`config.mk`:
```
export PLATFORM = sky130hd
export DESIGN_NAME = vrt_queue
export DESIGN_NICKNAME = d
export VERILOG_FILES = /design/src/rtl/voxel_ray_traversal_defines.svh /design/src/rtl/vrt_pkg.sv /design/src/rtl/vrt_queue.sv
export SDC_FILE = /design/constraint.sdc
export NUM_CORES = 1
export LEC_CHECK = 0
export BUFFER_PORTS_ARGS = -buffer_cell sky130_fd_sc_hd__buf_2
export CAP_MARGIN = 20
export CORE_MARGIN = 10
export CORE_UTILIZATION = 55
export DETAILED_ROUTE_END_ITERATION = 6
export GPL_TIMING_DRIVEN = 0
export HOLD_SLACK_MARGIN = 0.05
export PLACE_DENSITY = 0.83
export SETUP_SLACK_MARGIN = 0.05
export SYNTH_ARGS = -nofsm -noshare
export SYNTH_HDL_FRONTEND = slang
export SYNTH_SLANG_ARGS = --single-unit
```
`constraint.sdc`:
```
create_clock -name clk -period 28.9 [get_ports clk]
set_clock_uncertainty 0.15 [all_clocks]
set_input_delay 5.78 -clock clk [delete_from_list [all_inputs] [get_ports clk]]
set_output_delay 5.78 -clock clk [all_outputs]
set_load 0.03 [all_outputs]
```
`src/rtl/voxel_ray_traversal_defines.svh`:
```
// ----------------------------------------------------------------------------
// Voxel ray traversal assertion macros
// Shared property shorthands, clocked on clk and disabled during arst_n.
// ----------------------------------------------------------------------------
`ifndef VOXEL_RAY_TRAVERSAL_DEFINES_SVH
`define VOXEL_RAY_TRAVERSAL_DEFINES_SVH

// same-cycle implication
`define VRT_ASSERT_IMP(lbl, ante, cons, msg) \
	lbl: assert property (@(posedge clk) disable iff (!arst_n) (ante) |-> (cons)) \
		else $error(msg);

// next-cycle implication
`define VRT_ASSERT_NXT(lbl, ante, cons, msg) \
	lbl: assert property (@(posedge clk) disable iff (!arst_n) (ante) |=> (cons)) \
		else $error(msg);

`endif

```
`src/rtl/vrt_pkg.sv`:
```
// ----------------------------------------------------------------------------
// Voxel ray traversal package
// Shared widths, codes and the job record passed from front to back.
// ----------------------------------------------------------------------------
`default_nettype none

package vrt_pkg;

	localparam int GRID_DEF = 64;
	localparam logic [7:0] STEP_LIMIT_RESET = 8'd64;

	localparam int TIME_W = 25;
	localparam int DEN_W = 16;
	localparam int CELL_W = 11;
	localparam int TIME_SHIFT = 16;
	localparam logic [8:0] CELL_ONE = 9'h100;
	localparam logic [TIME_W-1:0] PERIOD_NUM = TIME_W'(CELL_ONE) << TIME_SHIFT;
	localparam logic [7:0] LIQUID_LOW = 8'd8;
	localparam logic [7:0] LIQUID_HIGH = 8'd11;
	localparam int QUEUE_DEPTH = 2;

	localparam logic CMD_WRITE = 1'b0;
	localparam logic CMD_RAY = 1'b1;

	localparam logic [1:0] AX_X = 2'd0;
	localparam logic [1:0] AX_Y = 2'd1;
	localparam logic [1:0] AX_Z = 2'd2;

	typedef struct packed {
		logic cmd;
		logic prev;
		logic [5:0] wx;
		logic [5:0] wy;
		logic [5:0] wz;
		logic [7:0] code;
		logic [2:0][7:0] cell0;
		logic [2:0] neg;
		logic [2:0][TIME_W-1:0] tcross;
		logic [2:0][TIME_W-1:0] tperiod;
	} job_t;

endpackage

`default_nettype wire

```
`src/rtl/vrt_queue.sv`:
```
// ----------------------------------------------------------------------------
// Voxel ray traversal job queue
// Short FIFO decoupling the front end from the walker.
// ----------------------------------------------------------------------------
`default_nettype none

module vrt_queue
	import vrt_pkg::*;
(
	input  wire logic clk,
	input  wire logic arst_n,
	input  job_t      push_job,
	input  wire logic push_valid,
	output logic      push_ready,
	output job_t      pop_job,
	output logic      pop_valid,
	input  wire logic pop_ready
);

	localparam int PTR_W = $clog2(QUEUE_DEPTH);

	job_t entry_q [QUEUE_DEPTH];
	logic [PTR_W-1:0] wr_q;
	logic [PTR_W-1:0] rd_q;
	logic [PTR_W:0] cnt_q;
	logic push;
	logic pop;

	assign push_ready = cnt_q != (PTR_W+1)'(QUEUE_DEPTH);
	assign pop_valid = cnt_q != '0;
	assign push = push_valid && push_ready;
	assign pop = pop_valid && pop_ready;
	assign pop_job = entry_q[rd_q];

	always_ff @(posedge clk or negedge arst_n) begin
		if (!arst_n) begin
			wr_q <= '0;
			rd_q <= '0;
			cnt_q <= '0;
		end else begin
			if (push) begin
				wr_q <= (wr_q == PTR_W'(QUEUE_DEPTH - 1)) ? '0 : wr_q + 1'b1;
			end
			if (pop) begin
				rd_q <= (rd_q == PTR_W'(QUEUE_DEPTH - 1)) ? '0 : rd_q + 1'b1;
			end
			if (push && !pop) begin
				cnt_q <= cnt_q + 1'b1;
			end else if (pop && !push) begin
				cnt_q <= cnt_q - 1'b1;
			end
		end
	end

	always_ff @(posedge clk) begin
		if (push) begin
			entry_q[wr_q] <= push_job;
		end
	end

endmodule

`default_nettype wire

```
# Yosys cells after proc, flatten, opt, wreduce, memory -nomap -nowiden

Memories as Yosys holds them, arrays and structs flattened.
Cells that the tools add are included.

Flip-flop bits (word level): 4
RAM bits: 410
Input port bits: 209
Logic and storage cells: 23
Memories: 1

Memories:

| memory  | depth | width | read ports | clocked after memory_dff | wr ports | RTL line        | RTL |
|---|---|---|---|---|---|---|---|
| entry_q | 2     | 205   | 1          | 0                        | 1        | vrt_queue.sv:22 | `job_t entry_q [QUEUE_DEPTH];` |

Add/sub/neg operators: 4
Equal/unequal tests: 1
Mux-type cells: 6
Reductions and logical operators: 8

Operators with widths:

| kind                  | number |
|---|---|
| $logic_and A1 B1 Y1   | 4 |
| $mux W1               | 4 |
| $mux W2               | 2 |
| $reduce_bool A2 Y1    | 2 |
| $add A1 B1 Y1 const B | 2 |
| $add A2 B1 Y2 const B | 1 |
| $logic_not A1 Y1      | 2 |
| $ne A2 B2 Y1 const B  | 1 |
| $sub A2 B1 Y2 const B | 1 |

# Depth between registers and ports, before layout

Depth after elaboration: 6
Gate-level depth with buffers: 7
Depth with buffers taken out: 7

# Least setup slack after synthesis

No wires, ideal clock.

Path type: input-to-reg
From: input port push_valid
To: memory entry_q[0][0] (netlist bit) (enable)
Library setup time: 774 ps
Arrival: 14,378 ps
Required time: 27,976 ps
Path slack: 13,598 ps
Cell stages on the path: 2
Buffers on the path: 0
Cell sequence: nand2_1 > nor2_1

Cells in the longest elaborated chain, start to end: 3

Ends and longest elaborated chain:

| element                       | RTL line        | RTL |
|---|---|---|
| start: declaration            | vrt_queue.sv:13 | `input wire logic push_valid,` |
| $logic_and A1 B1 Y1           | vrt_queue.sv:31 | `assign push = push_valid && push_ready;` |
| $mux W1                       | vrt_queue.sv:56 | `if (push) begin` |
| $mux W1 (not written as such) | vrt_queue.sv:57 | `entry_q[wr_q] <= push_job;` |
| end: declaration              | vrt_queue.sv:22 |  |

Every way passes these cells.

==> results.sh <==
export IMPL_outcome="complete, no violations"
export IMPL_cts_resized=0
export IMPL_ios=416
export IMPL_final_max_slew_viol_count=0
export IMPL_ctsHoldBuffers=0
export IMPL_post_cts_buffers=0
export IMPL_holdWs_ns=0.371
export IMPL_synth_avg_cell_area_um2=23.7
export IMPL_area_delta_synth_final_pct=27.0
export IMPL_synth_seq_cells=414
export IMPL_instances_no_fill=1545
export IMPL_cp_max_fo=10
export IMPL_grt_pass1_wl_mm=52.6
export IMPL_wirelength_mm=35.3
export IMPL_cts_buffers=42
export IMPL_p_leak_nw=7.84
export IMPL_syn_area_mm2=0.0156
export IMPL_regArea_mm2=0.0124
export IMPL_p_int_w=0.00148
export IMPL_busiest_layer="met2"
export IMPL_period_share_pct=27.3
export IMPL_antenna_found_initial=15
export IMPL_worstSkewPairLatency_ns=0.52
export IMPL_relSlewSlack_pct=38.6
export IMPL_crit_path_end_kind="output port"
export IMPL_htree_levels=2
export IMPL_met1_usage_pct=20.5
export IMPL_synth_cell_type_count=15
export IMPL_power_density_mw_per_mm2=115
export IMPL_grt_max_degree=67
export IMPL_fin_util_pct=70.9
export IMPL_tns_ns=0
export IMPL_clockPowerShare_pct=23.7
export IMPL_seqPwrFrac_pct=37.4
export IMPL_dieArea_mm2=0.0354
export IMPL_fp_dieH_um=188
export IMPL_finalNetCount=1335
export IMPL_critPathRequiredTime_ns=22.97
export IMPL_drtAntennaViolNets=0
export IMPL_finalHoldViolCount=0
export IMPL_start_util_pct=55.9
export IMPL_io_buffers=415
export IMPL_num_rows=61
export IMPL_synth_warnings=0
export IMPL_placed_cells=1459
export IMPL_grt_pass1_vias=8691
export IMPL_power_frac_comb_pct=38.9
export IMPL_drtPass1Iterations=7
export IMPL_clock_path_buffers=3
export IMPL_synth_nets=866
export IMPL_grt_usage_pct=19.4
export IMPL_synth_sequential_area_ratio_pct=79.8
export IMPL_period_needed_ns=7.90
export IMPL_layout_drive_gt1_share_pct=61.9
export IMPL_dp_slack_ns=21.08
export IMPL_hp_class="flop to flop"
export IMPL_dp_hpwl_mm=25.4
export IMPL_synthCells=656
export IMPL_cap_violations=0
export IMPL_worst_slack_ns=21.00
export IMPL_p_switching_w=0.000800
export IMPL_dieWidth_um=188
export IMPL_cts_tree="done"
export IMPL_fill_cells=1702
export IMPL_multi_input_area_mm2=0.00294
export IMPL_fp_coreArea_mm2=0.0279
export IMPL_clock_sinks=414
export IMPL_finalSetupViolations=0
export IMPL_vias_per_cell=5.16
export IMPL_vdd_drop_max_uv=93.4
export IMPL_start_kind="flop"
export IMPL_gr_total_overflow=0
export IMPL_drt_iter0_drc=518
export IMPL_vias=7979
export IMPL_critPathKind="flop to output port"
export IMPL_cts_root_buf="clkbuf_16"
export IMPL_switching_share_pct=35.1
export IMPL_drc=0
export IMPL_fmax_ghz=0.127
export IMPL_clkSlewWorstSetupHoldPaths_ns=0.06
export IMPL_wl_per_cell_um=22.8
export IMPL_rsz0062_at_grt="false"
export IMPL_grt_use_met3_pct=8.35
export IMPL_arrival_ns=1.97
export IMPL_worst_slew_pin_slew_ns=0.922
export IMPL_gp_congestion=0.754
export IMPL_gr_usage_met2_pct=34.0
## cell usage in the layout (no fill, tap or decap)
cell,netlist,routed
ha_1,1,1
nor2_4,0,1
buf_6,17,17
buf_2,6,421
buf_16,0,2
xnor2_1,3,3
clkbuf_16,0,45
bufinv_16,0,5
clkbuf_1,0,6
mux2_2,65,65
xor2_1,2,2
mux2_4,140,140
nor2_1,2,1
clkinvlp_4,0,1
inv_1,1,1
dfrtp_1,4,4
edfxtp_1,410,410
clkinv_4,0,1
buf_12,0,8
nand2b_1,1,1
clkinv_2,0,5
or2_2,1,1
inv_6,0,2
and3_4,0,1
clkinv_1,0,10
nand2_1,2,2
diode_2,0,11
## cells in the mapped netlist
cell type    n  area share [%]
buf_2        6            0.19
mux2_2      65             4.7
inv_1        1           0.024
xor2_1       2            0.11
edfxtp_1   410              79
nor2_1       2           0.048
nand2b_1     1           0.040
ha_1         1           0.080
and3_1       1           0.040
nand2_1      2           0.048
xnor2_1      3            0.17
dfrtp_1      4            0.64
or2_2        1           0.040
mux2_4     140              14
buf_6       17             1.2
## cell type report
| type | instances | share of cell area [%] |
|---|---|---|
| antenna | 11 | 0.139 |
| buffer | 23 | 1.12 |
| clock buffer | 51 | 5.81 |
| clock inverter | 24 | 1.25 |
| inverter | 1 | 0.0190 |
| multi-input combinational | 218 | 14.9 |
| sequential | 414 | 62.8 |
| tap | 378 | 2.39 |
| timing repair buffer | 425 | 11.6 |
## cell families (layout without fill, tap and decap cells)
logic type | Yosys count | count (layout) | share of synthesized area [%]
muxes | 205 | 205 | 18.2
buffers and inverters | 24 | 524 | 1.45
and+or+nand+nor | 7 | 7 | 0.217
other | 0 | 11 | 0
DFF | 414 | 414 | 79.8
adders and majority gates | 1 | 1 | 0.0804
xor gates and xnor gates | 5 | 5 | 0.281
## power by group through the flow
stage	registers, W	clock network [W]	logic, W
2_1_floorplan	0.000896	0	0.000642
3_3_place_gp	0.000923	0	0.000863
3_5_place_dp	0.000864	0	0.000897
4_1_cts	0.000854	0.000549	0.000902
5_1_grt	0.000865	0.000575	0.000933
6_report	0.000853	0.000540	0.000888
## per-layer routing
metal | part of all wire, % | up-vias
met4 | 2.6 | 12
met5 | 0.20 | -
li1 | - | 3579
met2 | 52 | 352
met3 | 11 | 69
met1 | 34 | 3967
## critical path, stage by stage (launching register included)
cell and delay (ns):
dfrtp_1 0.34, buf_6 0.14, buf_6 0.21, buf_6 0.21
mux2_4 0.35, buf_2 0.19
## state kept, by name, indices dropped and copies added (netlist names)
name	count
cnt_q	2
entry_q	410
rd_q	1
wr_q	1
## path summary, 6_finish.rpt
path | slack [ns] | cells past startpoint | to | startpoint
max | 21.00 | 5 | pop_job[80] | rd_q
min | 0.37 | 1 | cnt_q[1] | cnt_q[1]
max reg2reg | 26.39 | 4 | entry_q[1][76] | cnt_q[0]
min reg2reg | 0.37 | 1 | cnt_q[1] | cnt_q[1]
max in group asynchronous | 23.57 | 1 | cnt_q[1] | arst_n
min in group asynchronous | 4.91 | 1 | wr_q | arst_n
## through the flow
step | power (W) | instance area, um^2
global placement | 0.00179 | 18100
finish | 0.00228 | 19800
CTS | 0.00231 | 19700
global route | 0.00237 | 19800
floorplan | 0.00154 | 15600
detailed placement | 0.00176 | 18300
Note: power is estimated with default switching activity, not from simulation.
