--- src/rtl/voxel_ray_traversal_defines.svh ---
// ----------------------------------------------------------------------------
// Voxel ray traversal assertion macros
// Shared property shorthands, clocked on clk and disabled during arst_n.
// ----------------------------------------------------------------------------
`ifndef VOXEL_RAY_TRAVERSAL_DEFINES_SVH
`define VOXEL_RAY_TRAVERSAL_DEFINES_SVH

// same-cycle implication
`define VRT_ASSERT_IMP(lbl, ante, cons, msg) \
	lbl: assert property (@(posedge clk) disable iff (!arst_n) (ante) |-> (cons)) \
		else $error(msg);

// next-cycle implication
`define VRT_ASSERT_NXT(lbl, ante, cons, msg) \
	lbl: assert property (@(posedge clk) disable iff (!arst_n) (ante) |=> (cons)) \
		else $error(msg);

`endif

--- src/rtl/vrt_pkg.sv ---
// ----------------------------------------------------------------------------
// Voxel ray traversal package
// Shared widths, codes and the job record passed from front to back.
// ----------------------------------------------------------------------------
`default_nettype none

package vrt_pkg;

	localparam int GRID_DEF = 64;
	localparam logic [7:0] STEP_LIMIT_RESET = 8'd64;

	localparam int TIME_W = 25;
	localparam int DEN_W = 16;
	localparam int CELL_W = 11;
	localparam int TIME_SHIFT = 16;
	localparam logic [8:0] CELL_ONE = 9'h100;
	localparam logic [TIME_W-1:0] PERIOD_NUM = TIME_W'(CELL_ONE) << TIME_SHIFT;
	localparam logic [7:0] LIQUID_LOW = 8'd8;
	localparam logic [7:0] LIQUID_HIGH = 8'd11;
	localparam int QUEUE_DEPTH = 2;

	localparam logic CMD_WRITE = 1'b0;
	localparam logic CMD_RAY = 1'b1;

	localparam logic [1:0] AX_X = 2'd0;
	localparam logic [1:0] AX_Y = 2'd1;
	localparam logic [1:0] AX_Z = 2'd2;

	typedef struct packed {
		logic cmd;
		logic prev;
		logic [5:0] wx;
		logic [5:0] wy;
		logic [5:0] wz;
		logic [7:0] code;
		logic [2:0][7:0] cell0;
		logic [2:0] neg;
		logic [2:0][TIME_W-1:0] tcross;
		logic [2:0][TIME_W-1:0] tperiod;
	} job_t;

endpackage

`default_nettype wire

--- src/rtl/vrt_if.sv ---
// ----------------------------------------------------------------------------
// Voxel ray traversal channels
// Request and result channels with valid/ready handshake.
// ----------------------------------------------------------------------------
`default_nettype none

interface vrt_req_if;
	logic valid;
	logic ready;
	logic cmd;
	logic signed [15:0] start_x;
	logic signed [15:0] start_y;
	logic signed [15:0] start_z;
	logic signed [15:0] dir_x;
	logic signed [15:0] dir_y;
	logic signed [15:0] dir_z;
	logic report_previous;
	logic [5:0] cell_x;
	logic [5:0] cell_y;
	logic [5:0] cell_z;
	logic [7:0] block_code;

	modport source(output valid, cmd, start_x, start_y, start_z, dir_x, dir_y, dir_z,
		report_previous, cell_x, cell_y, cell_z, block_code, input ready);
	modport sink(input valid, cmd, start_x, start_y, start_z, dir_x, dir_y, dir_z,
		report_previous, cell_x, cell_y, cell_z, block_code, output ready);
endinterface


`default_nettype wire

--- src/rtl/vrt_div.sv ---
// ----------------------------------------------------------------------------
// Voxel ray traversal divider
// Restoring divider, one quotient bit per cycle.
// ----------------------------------------------------------------------------
`default_nettype none

module vrt_div
	import vrt_pkg::*;
(
	input  wire logic              clk,
	input  wire logic              arst_n,
	input  wire logic              start,
	input  wire logic [TIME_W-1:0] num,
	input  wire logic [DEN_W-1:0]  den,
	output logic                   done,
	output logic [TIME_W-1:0]      quo
);

	localparam int CNT_W = $clog2(TIME_W);

	logic [TIME_W-1:0] q_q;
	logic [DEN_W-1:0] rem_q;
	logic [CNT_W-1:0] cnt_q;
	logic run_q;
	logic done_q;
	logic [DEN_W:0] trial;
	logic take;

	assign trial = {rem_q, q_q[TIME_W-1]};
	assign take = trial >= {1'b0, den};

	always_ff @(posedge clk or negedge arst_n) begin
		if (!arst_n) begin
			run_q <= 1'b0;
			done_q <= 1'b0;
			cnt_q <= '0;
		end else begin
			done_q <= 1'b0;
			if (start) begin
				run_q <= 1'b1;
				cnt_q <= '0;
			end else if (run_q) begin
				cnt_q <= cnt_q + 1'b1;
				if (cnt_q == CNT_W'(TIME_W - 1)) begin
					run_q <= 1'b0;
					done_q <= 1'b1;
				end
			end
		end
	end

	always_ff @(posedge clk) begin
		if (start) begin
			q_q <= num;
			rem_q <= '0;
		end else if (run_q) begin
			q_q <= {q_q[TIME_W-2:0], take};
			rem_q <= take ? DEN_W'(trial - {1'b0, den}) : trial[DEN_W-1:0];
		end
	end

	assign done = done_q;
	assign quo = q_q;

endmodule

`default_nettype wire

--- src/rtl/vrt_front.sv ---
// ----------------------------------------------------------------------------
// Voxel ray traversal front end
// Accepts requests and computes per-axis crossing times for rays.
// ----------------------------------------------------------------------------
`default_nettype none

module vrt_front
	import vrt_pkg::*;
(
	input  wire logic clk,
	input  wire logic arst_n,
	vrt_req_if.sink   req,
	input  wire logic clear_done,
	output job_t      push_job,
	output logic      push_valid,
	input  wire logic push_ready
);

	typedef enum logic [3:0] {
		F_IDLE = 4'b0001,
		F_LOAD = 4'b0010,
		F_WAIT = 4'b0100,
		F_PUSH = 4'b1000
	} fstate_t;

	fstate_t state_q;
	job_t job_q;
	logic [1:0] axis_q;
	logic [2:0][15:0] dir_q;
	logic [2:0][7:0] frac_q;
	logic [2:0][15:0] start_a;
	logic [2:0][15:0] dir_a;
	logic [15:0] v;
	logic [DEN_W-1:0] mag;
	logic [8:0] span;
	logic [TIME_W-1:0] num_t;
	logic div_start;
	logic done_t;
	logic done_p;
	logic [TIME_W-1:0] quo_t;
	logic [TIME_W-1:0] quo_p;
	logic accept;

	assign start_a = {req.start_z, req.start_y, req.start_x};
	assign dir_a = {req.dir_z, req.dir_y, req.dir_x};
	assign req.ready = (state_q == F_IDLE) && clear_done;
	assign accept = req.valid && req.ready;
	assign div_start = state_q == F_LOAD;

	always_comb begin
		v = dir_q[axis_q];
		mag = v[15] ? DEN_W'(-v) : v;
		if (mag == '0) begin
			mag = DEN_W'(1);
		end
		span = v[15] ? {1'b0, frac_q[axis_q]} : CELL_ONE - {1'b0, frac_q[axis_q]};
		num_t = {span, 16'b0};
	end

	vrt_div u_div_t (
		.clk(clk), .arst_n(arst_n), .start(div_start),
		.num(num_t), .den(mag), .done(done_t), .quo(quo_t)
	);

	vrt_div u_div_p (
		.clk(clk), .arst_n(arst_n), .start(div_start),
		.num(PERIOD_NUM), .den(mag), .done(done_p), .quo(quo_p)
	);

	always_ff @(posedge clk or negedge arst_n) begin
		if (!arst_n) begin
			state_q <= F_IDLE;
			axis_q <= AX_X;
		end else begin
			case (state_q)
				F_IDLE: begin
					axis_q <= AX_X;
					if (accept) begin
						state_q <= (req.cmd == CMD_RAY) ? F_LOAD : F_PUSH;
					end
				end
				F_LOAD: state_q <= F_WAIT;
				F_WAIT: begin
					if (done_t && done_p) begin
						if (axis_q == AX_Z) begin
							state_q <= F_PUSH;
						end else begin
							axis_q <= axis_q + 1'b1;
							state_q <= F_LOAD;
						end
					end
				end
				F_PUSH: begin
					if (push_ready) begin
						state_q <= F_IDLE;
					end
				end
				default: state_q <= F_IDLE;
			endcase
		end
	end

	always_ff @(posedge clk) begin
		if (accept) begin
			job_q.cmd <= req.cmd;
			job_q.prev <= req.report_previous;
			job_q.wx <= req.cell_x;
			job_q.wy <= req.cell_y;
			job_q.wz <= req.cell_z;
			job_q.code <= req.block_code;
			for (int a = 0; a < 3; a++) begin
				job_q.cell0[a] <= start_a[a][15:8];
				job_q.neg[a] <= dir_a[a][15];
				frac_q[a] <= start_a[a][7:0];
				dir_q[a] <= dir_a[a];
			end
		end
		if (state_q == F_WAIT && done_t) begin
			job_q.tcross[axis_q] <= quo_t;
			job_q.tperiod[axis_q] <= quo_p;
		end
	end

	assign push_job = job_q;
	assign push_valid = state_q == F_PUSH;

endmodule

`default_nettype wire

--- src/flat_wrapper.sv ---
// flat-port wrapper written by rule: the top's interface ports become plain ports
module vrt_front_flat import vrt_pkg::*;
  (clk, arst_n, clear_done, push_job, push_valid, push_ready, req_valid, req_cmd, req_start_x, req_start_y, req_start_z, req_dir_x, req_dir_y, req_dir_z, req_report_previous, req_cell_x, req_cell_y, req_cell_z, req_block_code, req_ready);
  vrt_req_if req_i ();
  input  wire logic clk;
  input  wire logic arst_n;
  input  wire logic clear_done;
  output job_t push_job;
  output logic push_valid;
  input  wire logic push_ready;
  input wire logic [$bits(req_i.valid)-1:0] req_valid;
  input wire logic [$bits(req_i.cmd)-1:0] req_cmd;
  input wire logic [$bits(req_i.start_x)-1:0] req_start_x;
  input wire logic [$bits(req_i.start_y)-1:0] req_start_y;
  input wire logic [$bits(req_i.start_z)-1:0] req_start_z;
  input wire logic [$bits(req_i.dir_x)-1:0] req_dir_x;
  input wire logic [$bits(req_i.dir_y)-1:0] req_dir_y;
  input wire logic [$bits(req_i.dir_z)-1:0] req_dir_z;
  input wire logic [$bits(req_i.report_previous)-1:0] req_report_previous;
  input wire logic [$bits(req_i.cell_x)-1:0] req_cell_x;
  input wire logic [$bits(req_i.cell_y)-1:0] req_cell_y;
  input wire logic [$bits(req_i.cell_z)-1:0] req_cell_z;
  input wire logic [$bits(req_i.block_code)-1:0] req_block_code;
  output wire logic [$bits(req_i.ready)-1:0] req_ready;
  assign req_i.valid = req_valid;
  assign req_i.cmd = req_cmd;
  assign req_i.start_x = req_start_x;
  assign req_i.start_y = req_start_y;
  assign req_i.start_z = req_start_z;
  assign req_i.dir_x = req_dir_x;
  assign req_i.dir_y = req_dir_y;
  assign req_i.dir_z = req_dir_z;
  assign req_i.report_previous = req_report_previous;
  assign req_i.cell_x = req_cell_x;
  assign req_i.cell_y = req_cell_y;
  assign req_i.cell_z = req_cell_z;
  assign req_i.block_code = req_block_code;
  assign req_ready = req_i.ready;
  vrt_front u_core (.clk(clk), .arst_n(arst_n), .req(req_i), .clear_done(clear_done), .push_job(push_job), .push_valid(push_valid), .push_ready(push_ready));
endmodule
--- config.mk ---
export PLATFORM = sky130hd
export DESIGN_NAME = vrt_front_flat
export DESIGN_NICKNAME = d
export VERILOG_FILES = /design/src/rtl/voxel_ray_traversal_defines.svh /design/src/rtl/vrt_pkg.sv /design/src/rtl/vrt_if.sv /design/src/rtl/vrt_div.sv /design/src/rtl/vrt_front.sv /design/src/flat_wrapper.sv
export SDC_FILE = /design/constraint.sdc
export NUM_CORES = 1
export LEC_CHECK = 0
export ABC_AREA = 1
export ABC_CLOCK_PERIOD_IN_PS = 5400
export BUFFER_PORTS_ARGS = -buffer_cell sky130_fd_sc_hd__buf_2
export CORE_MARGIN = 4
export CORE_UTILIZATION = 30
export CTS_CLUSTER_SIZE = 30
export DETAILED_ROUTE_END_ITERATION = 8
export MAX_ROUTING_LAYER = met4
export SETUP_SLACK_MARGIN = 0.02
export SLEW_MARGIN = 20
export SYNTH_ARGS = -nofsm -noshare
export SYNTH_HDL_FRONTEND = slang
export SYNTH_SLANG_ARGS = --single-unit
--- constraint.sdc ---
create_clock -name clk -period 5.4 [get_ports clk]
set_input_delay 0.54 -clock clk [delete_from_list [all_inputs] [get_ports clk]]
set_output_delay 0.54 -clock clk [all_outputs]
set_load 0.1 [all_outputs]
### Word-level counts from Yosys, hierarchy flattened

Index checks and enable logic that the tools add are counted.

* bits in registers: 379
* output and inout port bits: 207
* logic and storage cells: 108

* $add $sub $neg: 7
* magnitude comparators: 4
* equal/unequal tests: 11
* mux-type cells: 40
* reduce and logical (&&, ||, !) cells: 11

Operators by type and width (number)
* bitwise mux 75 bit: 2
* 2-to-1 mux 16 bit: 5
* 2-to-1 mux 25 bit: 3
* demux 25 bit (select 2 bit): 1
* greater-or-equal comparator 17 x 16 -> 1 bit: 2
* binary-select mux 16 bit (select 2 bit): 1
* subtractor 16 bit: 2
* 2-to-1 mux 4 bit: 5
* 2-to-1 mux 5 bit: 4
* binary-select mux 8 bit (select 2 bit): 1
* zero test 16 bit: 1
* negator 16 bit: 1
* case mux 4 bit (4 select lines): 1
* 2-to-1 mux 1 bit: 12
* adder 5 x 1 -> 5 bit (second input constant): 2
* == test 5 bit (second input constant): 2
* 2-to-1 mux 9 bit: 1
* subtractor 9 x 8 -> 9 bit (first input constant): 1
* 2-to-1 mux 8 bit: 1
* inequality test 2 x 1 -> 1 bit (second input constant): 3
* AND reduction 3 bit: 2
* nonzero test 2 bit: 3
* logical AND 1 bit: 5
* == test 4 x 1 -> 1 bit (second input constant): 1
* 10 further kinds: 11

### Depth between registers and ports, before layout

* depth in word-level cells: 9
* mapped depth: 35
* mapped depth without buffers: 33

### Hierarchy

A second synthesis with hierarchy kept.

* cell total of the unflattened synthesis: 1605
* area, all modules: 16709.8 um2

Modules (own cells, without submodules)
* vrt_front: instances 1, cells an instance 670, area each 10207.3 um2
* vrt_div (u_core.u_div_p): instances 1, cells an instance 467, area each 3260.6 um2
* vrt_div (u_core.u_div_t): instances 1, cells an instance 468, area each 3241.9 um2

### Worst setup path after synthesis

OpenSTA, ideal clock, no wires.

* kind: register to register
* start point: register u_core.state_q[0]
* end point: register u_core.state_q[0]
* setup time: 137 ps
* data arrival time: 4529 ps
* data required time: 5263 ps
* slack: 735 ps
* stages on the path, launching flop included: 6
* path buffers: 0
* period minus slack after synthesis: 4665 ps
* cell sequence: dfstp_2 inv_1 nor3_1 and3_1 o211ai_1 o32ai_1

* word-level cells in the longest chain between the ends: 5

RTL lines
* start: declaration: RTL line vrt_front.sv:26 `fstate_t state_q;`
* start signal: assignment: RTL line vrt_front.sv:79 `state_q <= (req.cmd == CMD_RAY) ? F_LOAD : F_PUSH;`
* == test 4 x 1 -> 1 bit: RTL line vrt_front.sv:46 `assign req.ready = (state_q == F_IDLE) && clear_done;`
* logical AND 1 bit: RTL line vrt_front.sv:46
* logical AND 1 bit: RTL line vrt_front.sv:47 `assign accept = req.valid && req.ready;`
* via u_core.accept: RTL line vrt_front.sv:42 `logic accept;`
* inequality test 2 x 1 -> 1 bit (no line)
* AND reduction 3 bit (no line)

The timed path passes the listed nets, and every way through them passes these cells.
A chain may end at the register's enable or synchronous reset.

### Worst setup path in the final report

* start point: register u_core.axis_q[0]
* end point: register u_core.u_div_p.rem_q[14]

* word-level cells in the longest chain between the ends: 8

RTL lines
* start: declaration: RTL line vrt_front.sv:28 `logic [1:0] axis_q;`
* start signal: assignment: RTL line vrt_front.sv:88 `axis_q <= axis_q + 1'b1;`
* binary-select mux 16 bit (select 2 bit) (*): RTL line vrt_front.sv:51 `v = dir_q[axis_q];`
* 2-to-1 mux 16 bit (implied by the code) (*): RTL line vrt_front.sv:51
* negator 16 bit: RTL line vrt_front.sv:52 `mag = v[15] ? DEN_W'(-v) : v;`
* 2-to-1 mux 16 bit (*): RTL line vrt_front.sv:52
* zero test 16 bit: RTL line vrt_front.sv:53 `if (mag == '0) begin`
* 2-to-1 mux 16 bit (*): RTL line vrt_front.sv:53
* subtractor 16 bit / greater-or-equal comparator 17 x 16 -> 1 bit (equally long branches): RTL line vrt_div.sv:58, vrt_div.sv:30
* 2-to-1 mux 16 bit (*): RTL line vrt_div.sv:58 `rem_q <= take ? DEN_W'(trial - {1'b0, den}) : trial[DEN_W-1:0];`
* end signal: assignment: RTL line vrt_div.sv:58
* end: declaration: RTL line vrt_div.sv:22 `logic [DEN_W-1:0] rem_q;`

Every way passes the cells marked *; elsewhere a longest branch is shown, timed or not. The select of a mux whose other input is x is not followed.

==> metrics.log <==
[metrics] post-route fraction of the period consumed by the critical path: 87.4%
[metrics] cell types occupying the most area after synthesis: edfxtp_1, dfxtp_1, nand2_1, inv_1, ha_1
[metrics] maximum fanout count along the critical path: 23
[metrics] Switch Pwr: 3.91 mW
[metrics] number of post-CTS setup repair buffers: 0
[metrics] data arrival time of the critical path: 5.15 ns
[metrics] Worst Skew: 0.0227 ns
[metrics] global-route wire length before repair: 59400 um
[metrics] Tightest Pin Transition: 0.995 ns
[metrics] power density over the cells: 542 mW/mm2
[metrics] Int Power: 6.54 mW
[metrics] number of sinks handled by clock tree synthesis: 376
[metrics] mean number of vias per cell: 4.48
[metrics] number of levels the H-tree was split into: 2
[metrics] Clock Power Share: 27.0%
[metrics] Nets: 1874
[metrics] standard-cell rows: 82
[metrics] Critical Path RT: 5.83 ns
[metrics] Hold WS: 0.153 ns
[metrics] result of the run: finished, final reports clean
[metrics] DRT iter0 DRCs: 654
[metrics] nature of the critical path endpoint: register
[metrics] Yosys top cell by area: edfxtp_1
[metrics] full die area: 0.0551 mm2
[metrics] die extent in y: 235 um
[metrics] kind of critical path: reg -> reg
[metrics] IO Count: 336
[metrics] fin cells: 2409
[metrics] count of buffers from port buffering: 335
[metrics] relative max-transition margin: 33.6%
[metrics] Lkg Pwr: 8.48 nW
[metrics] RSZ-0062 raised after global routing: no
[metrics] kind of start point of the critical path: register
[metrics] Design Power: 10.4 mW
[metrics] library cell contributing the largest single delay on the critical path: dfrtp_2
[metrics] share of power burned in registers: 40.7%
[metrics] count of state elements after synthesis: 376
[metrics] largest stage delay on the critical path: 0.55 ns
[metrics] classification of the worst-slack hold path: in -> reg
[metrics] Setup WS post-layout: 0.680 ns
[metrics] share of total power consumed by net switching: 37.4%
[metrics] Mapped Cells: 1348
[metrics] count of unresolved DRC violations after routing: 0
[metrics] Total Negative Setup Slacks: 0 ns
[metrics] Mapped Nets: 1520
[metrics] worst IR drop on VDD: 0.298 mV
[metrics] layout overhead on the synthesized area: 25.1%
[metrics] share of total power in combinational logic: 32.3%
[metrics] starting utilization of the core area: 30.5%
[metrics] clock latency on the worst-skew pair: 0.56 ns
[metrics] per-cell routed wire length: 15.8 um
[metrics] worst slack at placement: 0.571 ns
[metrics] placed wire-length estimate after detailed placement: 27700 um
[metrics] core footprint: 0.0505 mm2
[metrics] time the final worst path needs with I/O delays and setup: 4.72 ns
[metrics] maximum number of pins on one net before global-route repair: 98
[metrics] 1st-pass router iterations: 5
[metrics] buffer cell driving the clock tree root: clkbuf_16
[metrics] CTS tree: done
[metrics] overall die width: 235 um
[metrics] mean instance size in the synthesized netlist: 11.4 um2
[metrics] final count of pins violating max slew: 0
[metrics] max cap viols: 0
[metrics] number of distinct library cell variants in the gate-level netlist after synthesis: 54
[metrics] clock transition at the registers of the reported paths: 0.07 ns
[metrics] remaining global-route overflow: 0
[metrics] fraction of layout instances using a drive strength above 1: 26.3%
[metrics] area fraction of the dominant cell type after synthesis: 55.1%
[metrics] sequential share of the synthesized area: 67.9%
[metrics] Finish-stage setup viols: 0
[metrics] cell area after synthesis: 0.0154 mm2
[metrics] total number of vias: 10800
[metrics] hold violation count in the final report: 0
[metrics] GPL Wtd Cong: 0.912
[metrics] routed wire length: 38000 um
[metrics] maximum buffer depth of the clock tree: 3
[metrics] highest attainable clock frequency: 212 MHz
[metrics] vias in the first global route: 10700
[metrics] global router's overall resource usage: 13.7%
[metrics] placed cells: 2330
[metrics] initial antenna violation count: 3
[metrics] post-detailed-route count of antenna-violating nets: 0
[metrics] clock buffer count from CTS: 41
[metrics] Yosys Warn Count: 0
[metrics] Worst path most repeated cell: nand2_1
==> routing by layer <==
| layer | GRT usage [%] | wire length [um] | up-vias |
|---|---|---|---|
| li1 | - | - | 5320 |
| met1 | 17.3 | 16700 | 5047 |
| met2 | 22.6 | 18100 | 364 |
| met3 | 3.04 | 2510 | 54 |
| met4 | 3.37 | 703 | 0 |
| met5 | - | 0 | - |
==> cell families (layout without fill, tap and decap cells) <==
group,Yosys count,count (layout),synth area share [%]
and+or+nand+nor,541,541,15.1
DFF,376,376,67.9
AOI/OAI and AO/OA,154,154,6.24
adders and majority gates,43,43,3.59
other,0,2,0
buffers and inverters,207,594,5.63
xor gates and xnor gates,27,27,1.53
==> final cells by class <==
cell class	instances	area, um2
fill	4914	31200
sequential	376	10500
multi-input combinational	765	4140
timing repair buffer	350	1800
clock buffer	60	1160
tap	672	841
inverter	168	638
clock inverter	16	226
antenna	2	5.00
==> worst max-delay path: cells and delay by family (launching register included) <==
family | cells | cell delay (ns)
AO/OA/AOI/OAI | 3 | 0.60
adder cells (fa/ha/maj) | 2 | 0.40
buffers and inverters | 4 | 0.27
flip-flops | 1 | 0.55
AND/OR/NAND/NOR | 23 | 2.76
==> final timing paths <==
path                                               from                  endpoint  slack, ns  cells after the start
max in group asynchronous                        arst_n          u_core.axis_q[0]       4.54                      2
worst min register to register  u_core.u_div_p.cnt_q[4]   u_core.u_div_p.cnt_q[4]       0.48                      1
worst max register to register         u_core.axis_q[0]  u_core.u_div_p.rem_q[14]       0.68                     32
worst max-delay path                   u_core.axis_q[0]  u_core.u_div_p.rem_q[14]       0.68                     32
min in group asynchronous                        arst_n         u_core.state_q[3]       0.49                      2
worst min-delay path                       req_dir_x[8]           u_core.dir_q[8]       0.15                      1
==> layout by cell type, fill, tap and decap left out, drive strengths merged, types with 3 or more instances in the layout <==
cell and n:
o211ai 4, a21oi 33, nand4 20, or2 6, clkinv 10, xnor2 9, a22oi 44, clkbuf 60
nor2 95, o21bai 5, xor2 18, a21o 4, ha 41, dfrtp 19, o21ai 56, buf 349
nand3b 5, bufinv 3, inv 169, dfxtp 73, nand2 311, nand3 86, nor3 14, edfxtp 283
==> synthesized netlist by cell type, drive strengths merged <==
cell     number
and3          1
nand4        20
fa            2
a21oi        33
clkbuf       18
nand3b        5
dfrtp        19
nor4          2
o21a          1
and2          1
a221oi        1
a22oi        44
a21boi        1
o211ai        4
a21o          4
inv         167
nor3         14
o21ai        56
o31ai         1
o2111ai       1
edfxtp      283
or2           6
o21bai        5
xnor2         9
buf          21
nor2         95
dfstp         1
a32o          1
nand2       311
o32ai         1
clkinv        1
dfxtp        73
ha           41
nand3        86
xor2         18
a31oi         1
==> sequential cells by signal (all words and copies together), names as in the netlist, 2 cells and up <==
register and count:
u_core.u_div_p.rem_q 16, u_core.u_div_t.quo 25, u_core.u_div_p.quo 25, u_core.u_div_p.cnt_q 5, u_core.u_div_t.cnt_q 5, u_core.u_div_t.rem_q 16
u_core.axis_q 2, u_core.state_q 4, u_core.push_job 204, u_core.frac_q 24, u_core.dir_q 46
==> power groups by stage <==
stage / Combinational, mW / Clock, mW / Sequential (mW)
after floorplan: 2.25 / 0 / 4.53
after global placement: 3.36 / 0 / 4.30
after detailed placement: 3.38 / 0 / 4.31
after CTS: 3.39 / 2.91 / 4.26
after global routing: 3.81 / 3.03 / 4.32
final: 3.37 / 2.82 / 4.26
==> per-stage QoR <==
step	util [%]	area (um2)
2_1_floorplan	-	15400
3_3_place_gp	35.4	17900
3_5_place_dp	35.4	17900
4_1_cts	38.2	19300
5_1_grt	38.2	19300
6_report	38.2	19300
==> timing repair <==
item,CTS,global route
hold endpoints to repair,19,0
hold buffers,1,0
resized for setup,0,1
setup endpoints to repair,0,4
No activity file was read; power rests on OpenSTA's default activity.
